$ cat src/hw/rtl/oqr_pkg.sv
// Shared constants, operation and status codes, types for the ordered queue with removal.
package oqr_pkg;

  localparam int unsigned DEPTH_DEF      = 16;
  localparam int unsigned DATA_WIDTH_DEF = 32;

  localparam int unsigned MODE_W   = 3;
  localparam int unsigned VALUE_W  = 32;
  localparam int unsigned INDEX_W  = 4;
  localparam int unsigned STATUS_W = 3;
  localparam int unsigned COUNT_W  = 5;

  localparam logic [MODE_W-1:0] OP_PUSH   = 3'd0;
  localparam logic [MODE_W-1:0] OP_POP    = 3'd1;
  localparam logic [MODE_W-1:0] OP_REMOVE = 3'd2;
  localparam logic [MODE_W-1:0] OP_PEEK   = 3'd3;
  localparam logic [MODE_W-1:0] OP_CLEAR  = 3'd4;

  localparam logic [STATUS_W-1:0] ST_OK        = 3'd0;
  localparam logic [STATUS_W-1:0] ST_EMPTY     = 3'd1;
  localparam logic [STATUS_W-1:0] ST_NOT_FOUND = 3'd2;
  localparam logic [STATUS_W-1:0] ST_RANGE     = 3'd3;
  localparam logic [STATUS_W-1:0] ST_FULL      = 3'd4;

  typedef enum logic [2:0] {
    S_IDLE,
    S_EXEC,
    S_READ,
    S_SCAN,
    S_SHIFT,
    S_DONE
  } state_t;

  typedef struct packed {
    logic [STATUS_W-1:0] status;
    logic [VALUE_W-1:0]  data;
    logic [COUNT_W-1:0]  count;
  } result_t;

endpackage

$ cat src/hw/rtl/oqr_ram.sv
// Simple dual-port entry memory with one write port and one registered read port.
module oqr_ram #(
  parameter int unsigned DEPTH      = oqr_pkg::DEPTH_DEF,
  parameter int unsigned DATA_WIDTH = oqr_pkg::DATA_WIDTH_DEF,
  parameter int unsigned AW         = $clog2(DEPTH)
) (
  input  logic                  clk,
  input  logic                  we,
  input  logic [AW-1:0]         waddr,
  input  logic [DATA_WIDTH-1:0] wdata,
  input  logic [AW-1:0]         raddr,
  output logic [DATA_WIDTH-1:0] rdata
);

  logic [DATA_WIDTH-1:0] mem [DEPTH];

  always_ff @(posedge clk) begin
    if (we) begin
      mem[waddr] <= wdata;
    end
  end

  always_ff @(posedge clk) begin
    rdata <= mem[raddr];
  end

endmodule

$ cat src/hw/rtl/oqr_ctrl.sv
// Operation sequencer: circular head pointer, fill count, scan and compaction over the memory.
module oqr_ctrl #(
  parameter int unsigned DEPTH      = oqr_pkg::DEPTH_DEF,
  parameter int unsigned DATA_WIDTH = oqr_pkg::DATA_WIDTH_DEF
) (
  input  logic                         clk,
  input  logic                         rst,
  input  logic                         in_valid,
  output logic                         in_ready,
  input  logic [oqr_pkg::MODE_W-1:0]   in_mode,
  input  logic [oqr_pkg::VALUE_W-1:0]  in_value,
  input  logic [oqr_pkg::INDEX_W-1:0]  in_index,
  output logic                         res_valid,
  input  logic                         res_ready,
  output oqr_pkg::result_t             res,
  output logic                         mem_we,
  output logic [$clog2(DEPTH)-1:0]     mem_waddr,
  output logic [DATA_WIDTH-1:0]        mem_wdata,
  output logic [$clog2(DEPTH)-1:0]     mem_raddr,
  input  logic [DATA_WIDTH-1:0]        mem_rdata
);

  localparam int unsigned AW = $clog2(DEPTH);
  localparam int unsigned CW = $clog2(DEPTH + 1);
  localparam int unsigned OW = AW + 2;

  oqr_pkg::state_t state, state_next;

  logic [CW-1:0]                       count, count_next;
  logic [AW-1:0]                       head, head_next;
  logic [AW-1:0]                       pos, pos_next;
  logic [oqr_pkg::MODE_W-1:0]          mode_q, mode_next;
  logic [DATA_WIDTH-1:0]               word_q, word_next;
  logic [oqr_pkg::INDEX_W-1:0]         idx_q, idx_next;
  logic [oqr_pkg::STATUS_W-1:0]        status_q, status_next;
  logic [oqr_pkg::VALUE_W-1:0]         data_q, data_next;

  logic [OW-1:0] pos_p1;
  logic [OW-1:0] pos_p2;
  logic [OW-1:0] count_w;
  logic          match;

  function automatic logic [AW-1:0] addr_of(input logic [AW-1:0] base,
                                            input logic [OW-1:0] off);
    logic [OW-1:0] s;
    s = OW'(base) + off;
    if (s >= OW'(DEPTH)) begin
      s = s - OW'(DEPTH);
    end
    return s[AW-1:0];
  endfunction

  assign pos_p1  = OW'(pos) + OW'(1);
  assign pos_p2  = OW'(pos) + OW'(2);
  assign count_w = OW'(count);
  assign match   = (mem_rdata == word_q);

  always_ff @(posedge clk) begin
    if (rst) begin
      state <= oqr_pkg::S_IDLE;
      count <= '0;
      head  <= '0;
    end else begin
      state <= state_next;
      count <= count_next;
      head  <= head_next;
    end
  end

  always_ff @(posedge clk) begin
    pos      <= pos_next;
    mode_q   <= mode_next;
    word_q   <= word_next;
    idx_q    <= idx_next;
    status_q <= status_next;
    data_q   <= data_next;
  end

  always_comb begin
    state_next  = state;
    count_next  = count;
    head_next   = head;
    pos_next    = pos;
    mode_next   = mode_q;
    word_next   = word_q;
    idx_next    = idx_q;
    status_next = status_q;
    data_next   = data_q;
    in_ready    = 1'b0;
    res_valid   = 1'b0;
    mem_we      = 1'b0;
    mem_waddr   = addr_of(head, OW'(pos));
    mem_wdata   = mem_rdata;
    mem_raddr   = addr_of(head, pos_p1);

    unique case (state)
      oqr_pkg::S_IDLE: begin
        in_ready = 1'b1;
        if (in_valid) begin
          mode_next   = in_mode;
          word_next   = DATA_WIDTH'(in_value);
          idx_next    = in_index;
          status_next = oqr_pkg::ST_OK;
          data_next   = '0;
          state_next  = oqr_pkg::S_EXEC;
        end
      end
      oqr_pkg::S_EXEC: begin
        state_next = oqr_pkg::S_DONE;
        case (mode_q)
          oqr_pkg::OP_PUSH: begin
            if (count_w == OW'(DEPTH)) begin
              status_next = oqr_pkg::ST_FULL;
            end else begin
              mem_we     = 1'b1;
              mem_waddr  = addr_of(head, count_w);
              mem_wdata  = word_q;
              count_next = count + CW'(1);
            end
          end
          oqr_pkg::OP_POP: begin
            if (count == '0) begin
              status_next = oqr_pkg::ST_EMPTY;
            end else begin
              mem_raddr  = addr_of(head, '0);
              state_next = oqr_pkg::S_READ;
            end
          end
          oqr_pkg::OP_PEEK: begin
            if ((CW + oqr_pkg::INDEX_W)'(idx_q) >= (CW + oqr_pkg::INDEX_W)'(count)) begin
              status_next = oqr_pkg::ST_RANGE;
            end else begin
              mem_raddr  = addr_of(head, OW'(idx_q));
              state_next = oqr_pkg::S_READ;
            end
          end
          oqr_pkg::OP_REMOVE: begin
            if (count == '0) begin
              status_next = oqr_pkg::ST_NOT_FOUND;
            end else begin
              pos_next   = '0;
              mem_raddr  = addr_of(head, '0);
              state_next = oqr_pkg::S_SCAN;
            end
          end
          oqr_pkg::OP_CLEAR: begin
            count_next = '0;
          end
          default: begin
          end
        endcase
      end
      oqr_pkg::S_READ: begin
        data_next  = oqr_pkg::VALUE_W'(mem_rdata);
        state_next = oqr_pkg::S_DONE;
        if (mode_q == oqr_pkg::OP_POP) begin
          head_next  = addr_of(head, OW'(1));
          count_next = count - CW'(1);
        end
      end
      oqr_pkg::S_SCAN: begin
        if (match) begin
          if (pos_p1 == count_w) begin
            count_next = count - CW'(1);
            state_next = oqr_pkg::S_DONE;
          end else begin
            state_next = oqr_pkg::S_SHIFT;
          end
        end else if (pos_p1 == count_w) begin
          status_next = oqr_pkg::ST_NOT_FOUND;
          state_next  = oqr_pkg::S_DONE;
        end else begin
          pos_next = pos + AW'(1);
        end
      end
      oqr_pkg::S_SHIFT: begin
        mem_we    = 1'b1;
        mem_raddr = addr_of(head, pos_p2);
        if (pos_p2 == count_w) begin
          count_next = count - CW'(1);
          state_next = oqr_pkg::S_DONE;
        end else begin
          pos_next = pos + AW'(1);
        end
      end
      oqr_pkg::S_DONE: begin
        res_valid = 1'b1;
        if (res_ready) begin
          state_next = oqr_pkg::S_IDLE;
        end
      end
      default: begin
        state_next = oqr_pkg::S_IDLE;
      end
    endcase
  end

  assign res.status = status_q;
  assign res.data   = data_q;
  assign res.count  = oqr_pkg::COUNT_W'(count);

  a_count_bound: assert property (@(posedge clk) disable iff (rst)
    count_w <= OW'(DEPTH))
    else $error("fill count above capacity");

  a_shift_no_overlap: assert property (@(posedge clk) disable iff (rst)
    (state == oqr_pkg::S_SHIFT && pos_p2 != count_w) |-> (mem_waddr != mem_raddr))
    else $error("compaction write hits the entry being read");

  a_full_status: assert property (@(posedge clk) disable iff (rst)
    (state == oqr_pkg::S_DONE && status_q == oqr_pkg::ST_FULL) |-> (count_w == OW'(DEPTH)))
    else $error("full status reported below capacity");

  a_scan_in_range: assert property (@(posedge clk) disable iff (rst)
    (state == oqr_pkg::S_SCAN || state == oqr_pkg::S_SHIFT) |-> (pos_p1 <= count_w))
    else $error("scan position beyond fill");

  a_result_holds: assert property (@(posedge clk) disable iff (rst)
    (state == oqr_pkg::S_DONE && !res_ready) |=> (state == oqr_pkg::S_DONE && $stable(count)))
    else $error("pending result changed while stalled");

endmodule

$ cat src/hw/rtl/ordered_queue_with_removal.sv
// Top level of the ordered queue with removal: sequencer, entry memory and output register.
//
//   channel  direction  tdata (low bit up)          tuser
//   s_*      in         value[31:0], index[35:32]   mode[2:0]
//   m_*      out        data_out[31:0], count[36:32] status[2:0]
//
// One operation is in progress at a time; a finished result waits in the output
// register while the next word is taken. Push, clear, unused modes and a refused pop or
// peek go from the execute state straight to the result state, pop and peek via a read
// state, remove via the scan and compaction states, which share the one memory read port.
// Reset clears the sequencer state, fill count, head pointer and output valid; no memory sweep is needed.
// A stall on the output side holds the sequencer in its result state.
module ordered_queue_with_removal #(
  parameter int unsigned DEPTH      = oqr_pkg::DEPTH_DEF,
  parameter int unsigned DATA_WIDTH = oqr_pkg::DATA_WIDTH_DEF
) (
  input  logic        clk,
  input  logic        rst,
  input  logic        s_tvalid,
  output logic        s_tready,
  input  logic [39:0] s_tdata,   // value[31:0], index[35:32], zero fill
  input  logic [2:0]  s_tuser,   // mode[2:0]
  output logic        m_tvalid,
  input  logic        m_tready,
  output logic [39:0] m_tdata,   // data_out[31:0], count[36:32], zero fill
  output logic [2:0]  m_tuser    // status[2:0]
);

  localparam int unsigned AW = $clog2(DEPTH);

  oqr_pkg::result_t      res;
  logic                  res_valid;
  logic                  res_ready;
  logic                  mem_we;
  logic [AW-1:0]         mem_waddr;
  logic [DATA_WIDTH-1:0] mem_wdata;
  logic [AW-1:0]         mem_raddr;
  logic [DATA_WIDTH-1:0] mem_rdata;

  oqr_ctrl #(
    .DEPTH      (DEPTH),
    .DATA_WIDTH (DATA_WIDTH)
  ) u_ctrl (
    .clk       (clk),
    .rst       (rst),
    .in_valid  (s_tvalid),
    .in_ready  (s_tready),
    .in_mode   (s_tuser),
    .in_value  (s_tdata[31:0]),
    .in_index  (s_tdata[35:32]),
    .res_valid (res_valid),
    .res_ready (res_ready),
    .res       (res),
    .mem_we    (mem_we),
    .mem_waddr (mem_waddr),
    .mem_wdata (mem_wdata),
    .mem_raddr (mem_raddr),
    .mem_rdata (mem_rdata)
  );

  oqr_ram #(
    .DEPTH      (DEPTH),
    .DATA_WIDTH (DATA_WIDTH),
    .AW         (AW)
  ) u_ram (
    .clk   (clk),
    .we    (mem_we),
    .waddr (mem_waddr),
    .wdata (mem_wdata),
    .raddr (mem_raddr),
    .rdata (mem_rdata)
  );

  assign res_ready = !m_tvalid || m_tready;

  always_ff @(posedge clk) begin
    if (rst) begin
      m_tvalid <= 1'b0;
    end else if (res_ready) begin
      m_tvalid <= res_valid;
    end
  end

  always_ff @(posedge clk) begin
    if (res_valid && res_ready) begin
      m_tdata <= {3'b000, res.count, res.data};
      m_tuser <= res.status;
    end
  end

endmodule
$ cat config.mk
export PLATFORM = sky130hd
export DESIGN_NAME = ordered_queue_with_removal
export DESIGN_NICKNAME = d
export VERILOG_FILES = /design/src/hw/rtl/oqr_pkg.sv /design/src/hw/rtl/oqr_ram.sv /design/src/hw/rtl/oqr_ctrl.sv /design/src/hw/rtl/ordered_queue_with_removal.sv
export SDC_FILE = /design/constraint.sdc
export NUM_CORES = 1
export LEC_CHECK = 0
export BUFFER_PORTS_ARGS = -buffer_cell sky130_fd_sc_hd__buf_2
export CAP_MARGIN = 30
export CORE_UTILIZATION = 62
export DETAILED_ROUTE_END_ITERATION = 6
export GPL_TIMING_DRIVEN = 1
export PLACE_DENSITY_LB_ADDON = 0.05
export SLEW_MARGIN = 20
export SYNTH_ARGS = -nofsm -noshare
export SYNTH_HDL_FRONTEND = slang
export SYNTH_SLANG_ARGS = --single-unit
$ cat constraint.sdc
create_clock -name clk -period 5.27 [get_ports clk]
set_clock_uncertainty 0.05 [all_clocks]
set_input_delay 1.054 -clock clk [delete_from_list [all_inputs] [get_ports clk]]
set_output_delay 1.054 -clock clk [all_outputs]
set_load 0.01 [all_outputs]
==> results by group <==
Outcome
  – Outcome: completed

Logic synthesis
  – Synth warnings: 0
  – Synth top cells by count: edfxtp_1, nand2_1, a21oi_1, a22oi_1, clkbuf_1
  – Post-synth EDFFs: 630
  – Post-synthesis sequential area ratio: 0.729
  – Top_reg_cell synth: edfxtp_1
  – Synth top area cells: edfxtp_1, nand2_1, a21oi_1
  – Synth top area share: 0.696
  – Avg Cell Area, Syn: approximately 13 µm²
  – Synth async-reset ratio: 0
  – Cells after Synth: roughly 2.1k
  – Synth Register Bits: 675
  – Synth cell types: 62
  – Post-synth top area cell: edfxtp_1
  – Mapped cell area: 0.0272 mm²
  – Cell with the most instances after synthesis: edfxtp_1

Clock network
  – Clk root buf: clkbuf_16
  – Post-CTS setup buffer count: 0
  – Cts bufs inserted: 68
  – Num Clock Sinks: 675
  – CTS-repair resized insts: 0
  – H-tree levels: 3
  – Clk slew on worst S/H paths: around 0.060 ns
  – CTS tree: yes
  – CTS Hold Bufs: 0
  – Clock tree buffer depth: 3
  – Worst skew pair latency: approximately 0.61 ns

Layout
  – Share of cells above drive strength 1: 0.126
  – Ant. Diodes: 0
  – Fin nets: between 2k and 2.5k
  – # fillers: 2880
  – Area Growth Syn to Fin: 13.0%

Setup path
  – Cells along the critical path: clkinv_1 > ha_1 > nor3_1 > o21ai_0 > a21oi_1 > o21a_1 > o221a_4 > buf_12 > a21oi_1 > a22oi_1 > a22oi_1 > o311ai_1
  – RR Endpoint: u_ram.rdata[10]
  – Crit. End Element: register
  – CP arrival: 4.97 ns
  – Crit Path Class: reg -> reg
  – Slowest-stage cell, CP: o221a_4
  – Nature of the critical path startpoint: register
  – R2R setup slack: 0.75 ns
  – WP data required: 5.72 ns
  – Worst-path maximum fanout: 52
  – CP max stage delay: 0.80 ns
  – Worst R2R Start: u_ctrl.count[3]
  – Cells on worst reg2reg path: 12

Floorplan
  – Total core area: 0.0432 mm²
  – Die width: 211 µm
  – Die area: 0.0447 mm²
  – Die height: 211 µm
  – Io pins: a little over 90
  – Initial Util: 0.629
  – Num rows: 76

Global routing
  – Pin count of the biggest net entering global routing: roughly 140
  – Total track usage: 0.305
  – Gr ovfl total: 0
  – First-pass GRT wire length: 99400 µm
  – Vias in the first global route: 16.4k
  – Antenna violations before repair: 0

Timing
  – Number of setup violations in the final report: 0
  – Unrepaired setup endpoints after global routing: no
  – Final-report max-slew violation count: 0
  – Slew @ Worst Pin: 1.05 ns
  – Max-slew headroom: 0.298
  – Fmax: 221 MHz
  – Final hold violation count: 0
  – Fin crit period: 4.52 ns
  – Crit share post-route: 0.858
  – TNS Setup: 0 ns

Power
  – Peak VDD IR: approximately 990 µV
  – Total Power: between 20 and 25 mW
  – Lkg Pwr: 10.8 nW
  – Pwr dens: 695 mW/mm²

Worst hold path
  – Hold path startpoint: u_ctrl.data_q[16]
  – Worst hold stages: 0
  – Min-Delay Path Class: reg -> reg
  – Hold endpoint: m_tdata[16]

Drt
  – DR vias/cell: 6.22
  – Post-route ant nets: 0
  – Final Routed Wirelength: 66600 µm
  – Routed wire length per instance: 24.0 µm
  – Number of iterations in the first detailed-routing pass: 5
  – 1st-iter DRT viols: 2301
  – Detailed-route via count: 17.2k
  – Drt drc: 0

Placement
  – Placer Congestion: 0.860
  – Dpl hpwl: ~37000 µm
  – PortBufs: 84

Flow run
  – Number of max-cap violations: 0
-- placed cells by master (no fill, tap or decap), drive strengths merged, types with 3 or more instances in the layout --
master	netlist	final
clkbuf	72	96
clkinvlp	0	3
inv	22	26
xor2	10	10
nor2	47	47
a31oi	3	3
o221ai	3	3
fa	5	5
a311oi	3	3
nor3	18	18
or3	4	4
o21a	3	3
and3	33	33
buf	58	128
conb	1	3
nand2	505	505
nand3	8	8
a22oi	97	97
nand4	13	13
xnor2	47	47
o311ai	32	32
and2	4	4
nand2b	5	5
clkinv	2	15
o21ai	17	17
a21o	5	5
bufinv	0	8
edfxtp	630	630
nor4	5	5
ha	24	24
dfxtp	45	45
a21oi	309	309
-- metal layers --
| metal | GRT usage | up-vias | wire [µm] |
|---|---|---|---|
| li1 | - | 7747 | - |
| met1 | 0.434 | 8496 | 27300 |
| met2 | 0.472 | 865 | 31300 |
| met3 | 0.0672 | 140 | 6380 |
| met4 | 0.0980 | 0 | 1700 |
| met5 | 0 | - | 0 |
-- cell type report --
type / instances / area, µm² / area share
Sequential cell: 675 / 19800 / 0.646
Multi-Input combinational cell: 1238 / 6870 / 0.224
Clock buffer: 96 / 1920 / 0.0626
Timing Repair Buffer: 128 / 893 / 0.0291
Tap cell: 585 / 732 / 0.0239
Clock inverter: 28 / 363 / 0.0118
Inverter: 24 / 90.1 / 0.00294
-- critical path: cells and delay by family (launching register included) --
kind	cells	cell delay, ns
compound gates	8	2.46
fa+ha+maj	1	0.32
buf+inv	2	0.72
simple gates	1	0.22
flops	1	0.57
-- how the worst max path moves through the flow --
stage                     from              end  cells past startpoint
5_1_grt        u_ctrl.count[3]  u_ram.rdata[23]                     12
3_3_place_gp   u_ctrl.count[3]   u_ram.rdata[6]                     12
4_1_cts        u_ctrl.count[3]  u_ram.rdata[10]                     12
2_1_floorplan         m_tready       m_tdata[0]                      3
3_5_place_dp   u_ctrl.count[3]  u_ram.rdata[10]                     12
6_report       u_ctrl.count[3]  u_ram.rdata[10]                     12
-- metrics by stage --
step / std cells / hold WS (ns) / worst slack (ns) / cell area [µm²] / utilization
2_1_floorplan: 2067 / 0.350 / 0.776 / 27200 / -
3_3_place_gp: 2648 / 0.351 / 0.972 / 28400 / 0.658
3_5_place_dp: 2649 / 0.355 / 0.833 / 28400 / 0.658
4_1_cts: 2773 / 0.367 / 0.831 / 30700 / 0.711
5_1_grt: 2774 / 0.370 / 0.431 / 30700 / 0.711
6_report: 2774 / 0.367 / 0.750 / 30700 / 0.711
-- sequential cells by signal, indices dropped and copies added (netlist names) --
register,flops
u_ctrl.mode_q,3
u_ram.mem,512
m_tdata,37
u_ctrl.head,4
u_ctrl.pos,4
u_ctrl.state,3
u_ram.rdata,32
u_ctrl.count,5
u_ctrl.status_q,3
u_ctrl.word_q,32
m_tuser,3
m_tvalid,1
u_ctrl.data_q,32
u_ctrl.idx_q,4
-- power breakdown --
| group | leakage, nW | switching, mW | total, mW | internal, mW |
|---|---|---|---|---|
| sequential | 6.12 | 0.490 | 7.71 | 7.22 |
| combinational | 3.60 | 6.08 | 8.72 | 2.64 |
| clock | 1.10 | 1.96 | 4.91 | 2.95 |
| total | 10.8 | 8.53 | 21.3 | 12.8 |
-- kinds of logic (layout without fill, tap and decap cells) --
| kind of cell | after synthesis | count (layout) | synth area share |
|---|---|---|---|
| AO/OA/AOI/OAI | 493 | 493 | 0.112 |
| buffers and inverters | 154 | 276 | 0.0250 |
| multiplexers | 2 | 2 | 0.000737 |
| adder cells (fa/ha/maj) | 29 | 29 | 0.0147 |
| other | 1 | 3 | 0.000138 |
| XOR/XNOR | 57 | 57 | 0.0184 |
| flip-flops | 675 | 675 | 0.729 |
| AND/OR/NAND/NOR | 654 | 654 | 0.0999 |
No activity file was read; power rests on OpenSTA's default activity.
